==> config.mk <==
export PLATFORM = sky130hd
export DESIGN_NAME = sacd_bank
export DESIGN_NICKNAME = d
export VERILOG_FILES = /design/src/sacd_pkg.sv /design/src/sacd_bank.sv
export SDC_FILE = /design/constraint.sdc
export NUM_CORES = 1
export LEC_CHECK = 0
export BUFFER_PORTS_ARGS = -buffer_cell sky130_fd_sc_hd__buf_2
export CAP_MARGIN = 20
export CORE_ASPECT_RATIO = 0.75
export CORE_MARGIN = 10
export CORE_UTILIZATION = 40
export CTS_CLUSTER_SIZE = 8
export DETAILED_ROUTE_END_ITERATION = 7
export HOLD_SLACK_MARGIN = 0.1
export SYNTH_ARGS = -nofsm -noshare
export SYNTH_HDL_FRONTEND = slang
export SYNTH_SLANG_ARGS = --single-unit
export TNS_END_PERCENT = 1
==> constraint.sdc <==
create_clock -name clk_i -period 5.2 [get_ports clk_i]
set_clock_uncertainty 0.15 [all_clocks]
set_input_delay 0.26 -clock clk_i [delete_from_list [all_inputs] [get_ports clk_i]]
set_output_delay 0.26 -clock clk_i [all_outputs]
set_load 0.005 [all_outputs]
==> src/sacd_pkg.sv <==
`default_nettype none

package sacd_pkg;

  // Fixed field widths of the access and result channels and of the access stamp.
  localparam int ADDR_W     = 16;
  localparam int SET_W      = 6;
  localparam int WAY_W      = 3;
  localparam int STAMP_W    = 32;

  // Widest set index the directory ever uses.
  localparam int MAX_SET_BITS = 6;

  // Configuration port.
  localparam int CFG_IDX_W  = 2;
  localparam int CFG_DATA_W = 4;

  localparam logic [CFG_IDX_W-1:0] CFG_OFFSET_BITS    = 2'd0;
  localparam logic [CFG_IDX_W-1:0] CFG_SET_INDEX_BITS = 2'd1;
  localparam logic [CFG_IDX_W-1:0] CFG_WAYS           = 2'd2;
  localparam logic [CFG_IDX_W-1:0] CFG_REPLACE_LRU    = 2'd3;

  // Register reset values.
  localparam logic [3:0] RST_OFFSET_BITS    = 4'd2;
  localparam logic [2:0] RST_SET_INDEX_BITS = 3'd0;
  localparam logic [3:0] RST_WAYS           = 4'd8;
  localparam logic       RST_REPLACE_LRU    = 1'b1;

  // Per-entry status bits, kept apart from tag and stamp so that reset can clear them.
  typedef struct packed {
    logic valid;
    logic dirty;
  } flags_t;

  typedef enum logic [1:0] {
    ST_IDLE,
    ST_LOOK,
    ST_UPDATE
  } state_e;

endpackage

`default_nettype wire

==> src/sacd_bank.sv <==
`default_nettype none

module sacd_bank #(
  parameter int ROWS  = 8,
  parameter int TAG_W = 16,
  localparam int ROW_W = (ROWS > 1) ? $clog2(ROWS) : 1
) (
  input  logic                         clk_i,
  input  logic                         rd_en_i,
  input  logic [ROW_W-1:0]             rd_row_i,
  input  logic                         flag_we_i,
  input  logic                         data_we_i,
  input  logic [ROW_W-1:0]             wr_row_i,
  input  sacd_pkg::flags_t             flag_wdata_i,
  input  logic [TAG_W-1:0]             tag_wdata_i,
  input  logic [sacd_pkg::STAMP_W-1:0] stamp_wdata_i,
  output sacd_pkg::flags_t             rd_flags_o,
  output logic [TAG_W-1:0]             rd_tag_o,
  output logic [sacd_pkg::STAMP_W-1:0] rd_stamp_o
);
  import sacd_pkg::*;

  flags_t               flag_mem [ROWS];
  logic [TAG_W-1:0]     tag_mem  [ROWS];
  logic [STAMP_W-1:0]   stamp_mem[ROWS];

  flags_t               rd_flags_q;
  logic [TAG_W-1:0]     rd_tag_q;
  logic [STAMP_W-1:0]   rd_stamp_q;

  // A read that meets a write to the same row returns the new contents.
  always_ff @(posedge clk_i) begin
    if (flag_we_i) begin
      flag_mem[wr_row_i] <= flag_wdata_i;
    end
    if (rd_en_i) begin
      rd_flags_q <= (flag_we_i && (wr_row_i == rd_row_i)) ? flag_wdata_i : flag_mem[rd_row_i];
    end
  end

  always_ff @(posedge clk_i) begin
    if (data_we_i) begin
      tag_mem[wr_row_i]   <= tag_wdata_i;
      stamp_mem[wr_row_i] <= stamp_wdata_i;
    end
    if (rd_en_i) begin
      if (data_we_i && (wr_row_i == rd_row_i)) begin
        rd_tag_q   <= tag_wdata_i;
        rd_stamp_q <= stamp_wdata_i;
      end else begin
        rd_tag_q   <= tag_mem[rd_row_i];
        rd_stamp_q <= stamp_mem[rd_row_i];
      end
    end
  end

  assign rd_flags_o = rd_flags_q;
  assign rd_tag_o   = rd_tag_q;
  assign rd_stamp_o = rd_stamp_q;

endmodule

`default_nettype wire
* Yosys cells after proc, flatten, opt, wreduce, memory -nomap -nowiden
Memory sizes are Yosys's and may differ from the RTL's. A register that Yosys moved wholly into a read port is not among the register bits.
Cells that the tools add are included.
** Operators by class
- Muxes and demuxes :: 4
** Operator list (count)
- $mux W1 :: 4
** Word-level totals
- Input bits :: 60
- Flip-flop bits (word level) :: 0
- Logic and storage cells :: 7
- Bits in writable memories :: 400
- Output and inout bits :: 50
- Memories kept :: 3
** Memory list
- stamp_mem :: depth 8, width 32, read ports 1, clocked after memory_dff 1, wr ports 1, line sacd_bank.sv:25 : logic [STAMP_W-1:0] stamp_mem[ROWS];
- tag_mem :: depth 8, width 16, read ports 1, clocked after memory_dff 1, wr ports 1, line sacd_bank.sv:24 : logic [TAG_W-1:0] tag_mem [ROWS];
- flag_mem :: depth 8, width 2, read ports 1, clocked after memory_dff 1, wr ports 1, line sacd_bank.sv:23 : flags_t flag_mem [ROWS];

* Longest topological paths before layout
- Depth in word-level cells :: 2
- Mapped depth :: 6
- Depth with buffers taken out :: 3

* Least setup slack after synthesis
Ideal clock, no wire load.
- Path kind :: input-to-reg
- Start point :: input wr_row_i[1]
- End point :: memory stamp_mem[4][0] (enable)
- Path slack :: 0.757 ns
- Required time :: 4.537 ns
- Arrival :: 3.780 ns
- Library setup time :: 0.513 ns
- Path buffers :: 1
- Stages :: 2
- Cell sequence :: clkbuf_1 -> nor3_1
** RTL lines
- start: declaration :: line sacd_bank.sv:13 : input logic [ROW_W-1:0] wr_row_i,
- end: declaration :: line sacd_bank.sv:25
Straight into the memory's write port.

* Worst setup path in the final report
- Start point :: input wr_row_i[1]
- End point :: memory stamp_mem[1][25] (enable)
Straight into the memory's write port.

==> impl_results.md <==
- Status: completed
- CTS tree: done
- Final min period: 2530 ps
- Final Max Slew Viols: 0
- CTS Sinks: 450
- GPL Wtd Cong: 0.681
- DIE AREA: between 50000 and 60000 sq um
- CTS max path bufs: 3
- Pre-antenna DRT Iters: 4
- Clk pin slew, worst setup/hold paths: 50 ps
- Largest net degree at the start of global routing: 63
- YS warnings: 0
- Setup TNS: 0 ps
- Syn Std Cell Area: between 15000 and 20000 sq um
- Beginning of the worst register-to-register path: stamp_mem[7][1]$_DFFE_PP_
- Grt total ovfl: 0
- DRT iter0 DRCs: 631
- Yosys reg bits: 450
- CP max FO: 30
- Post-CTS sizing: 0
- DRT Wirelength: 36000 um
- Initial Util: 0.408
- Crit path required time: roughly 5200 ps
- Slew headroom: 0.378
- Final period util: 0.486
- CP endpoint kind: register
- Core ar.: 42300 sq um
- Row count: 65
- Peak supply drop: 0.000228 V
- DRT antenna net count: 0
- Critical path type: in2reg
- Initial antenna violation count: 3
- Cell Area, Placed: 18500 sq um
- Post-synthesis sequential area ratio: 0.784
- Vias in the first global route: approximately 8400
- Clock tree root buffer cell: clkbuf_16
- Setup WS pre-CTS: 2290 ps
- Final Hold Viols: 0
- Area leader, netlist: edfxtp_1
- Total power: 8.42 mW
- Fmax: 396 MHz
- Commonest non-fill, non-tap cells in the layout: 450 x edfxtp_1, 105 x buf_2, 100 x mux4_2, 100 x mux2_2, 68 x clkbuf_16
- Static Leak: 6.84 nW
- CP max stage cell: nor2_4
- Die height: 200 um
- Hold path startpoint: rd_row_i[2]
- CP Buf/Inv Count: 3
- Cells after DPL: 1370
- Layout cell share with drive strength beyond 1: 0.435
- Slowest stage delay, CP: 680 ps
- Die Wd: between 200 and 300 um
- CP Cell Sequence: dlygate4sd3_1 -> buf_2 -> nand2b_1 -> nor2_4 -> buf_4
- Clk_lat worst skew: 570 ps
- Worst-margin pin slew: 933 ps
- First-pass GRT wire length: 54500 um
- Final instance area: 20800 sq um
- Crit path max-delay family: buffers and inverters
- Startpoint types: input port
- Setup bufs post-CTS: 0
- Post-Synthesis Cells: 713
- Crit path DAT: 2570 ps
- Gr usage total: 0.141
- Share of the synthesized area in the top cell type: 0.784
- Area growth, synth to finish: 20.8%
- Via count: a little under 8000
- CTS H-Tree Depth: 3
- Vias per inst: just over 5
- Port bufs: between 100 and 150
- HP Class: in2reg
- DRC viols: 0
- # Max-Cap Violations: 0
- Top post-synthesis cells by area: edfxtp_1 78%, mux4_2 13%, mux2_2 6.5%
- Multi-input gate area: approximately 3600 sq um
- RSZ-0062 raised after global routing: false
- Syn Nets: roughly 770
- CTS buffer count: 66
- Nets: 984
- Pwr dens: around 400 nW/um^2
- DP HPWL: 18000 um
- Crit. Startpoint: wr_row_i[1]
- Commonest non-fill, non-tap cell in the layout: edfxtp_1
- Flip-flop and latch area: 13500 sq um
- Final Setup Violations: 0
- Fill cells: 3426
- WL/cell: 24.0 um
- Final non-filler cell total: 1501
- Final worst slack: around 2700 ps
- Mean post-synth cell area: 24.2 sq um
- Netlist cell types: 14
- # IOs: 110
==> stage by stage <==
step	hold WS [ps]	util
floorplan	209	-
global placement	393	0.437
detailed placement	405	0.437
CTS	144	0.492
global route	169	0.493
finish	165	0.493
==> worst min-delay path, delay by kind of cell <==
kind | cells | cell delay (ps)
buf+inv | 1 | 200
mux | 2 | 310
==> metal layers <==
metal,GRT usage,routed length [um],share of wire,up-vias
li1,-,-,-,3431
met1,0.196,16200,0.45,4096
met2,0.216,16700,0.47,210
met3,0.0364,2430,0.067,49
met4,0.0408,573,0.016,4
met5,0,27,0.00075,-
==> flip-flops by register name, summed over array words and instances, names as in the netlist <==
name        count
stamp_mem     256
flag_mem       16
rd_flags_o      2
rd_stamp_o     32
rd_tag_o       16
tag_mem       128
==> kinds of logic after synthesis <==
logic type	after synthesis	share of synthesized area
xor gates and xnor gates	3	0.00152
buffers and inverters	35	0.0123
muxes	200	0.196
and+or+nand+nor	25	0.00660
DFF	450	0.784
==> synth_stat cells <==
cell type	number
mux4_2	100
buf_4	1
nor3_1	4
nand2_1	3
clkbuf_1	12
nand2b_1	4
nand4_1	2
edfxtp_1	450
buf_1	6
buf_6	9
buf_2	7
mux2_2	100
xnor2_1	3
nor2_1	12
==> report_power, final <==
part	switching (mW)	internal [mW]
Clock	1.43	2.30
Combinational	0.243	0.248
Sequential	0.0345	4.16
==> path summary, 6_finish.rpt <==
path | end | slack, ps | cells after the start
worst max-delay path | stamp_mem[1][25]$_DFFE_PP_ | 2670 | 5
worst min-delay path | rd_tag_o[14]$_DFFE_PP_ | 160 | 3
worst min register to register | rd_tag_o[14]$_DFFE_PP_ | 730 | 3
worst max register to register | rd_stamp_o[1]$_DFFE_PP_ | 3380 | 3
==> cell type report <==
class                   instances  share of cell area
multi-input cells             228               0.172
diodes                          1            0.000120
clock buffers                  69              0.0819
flip-flops and latches        450               0.649
clock inverters                 6             0.00336
repair buffers                178              0.0601
well taps                     569              0.0342
==> repair_timing <==
action | in CTS | in global routing
setup endpoints to repair | 0 | 0
hold buffers | 55 | 0
endpoints found under the hold margin | 466 | 0
(Power assumes the default switching activity.)
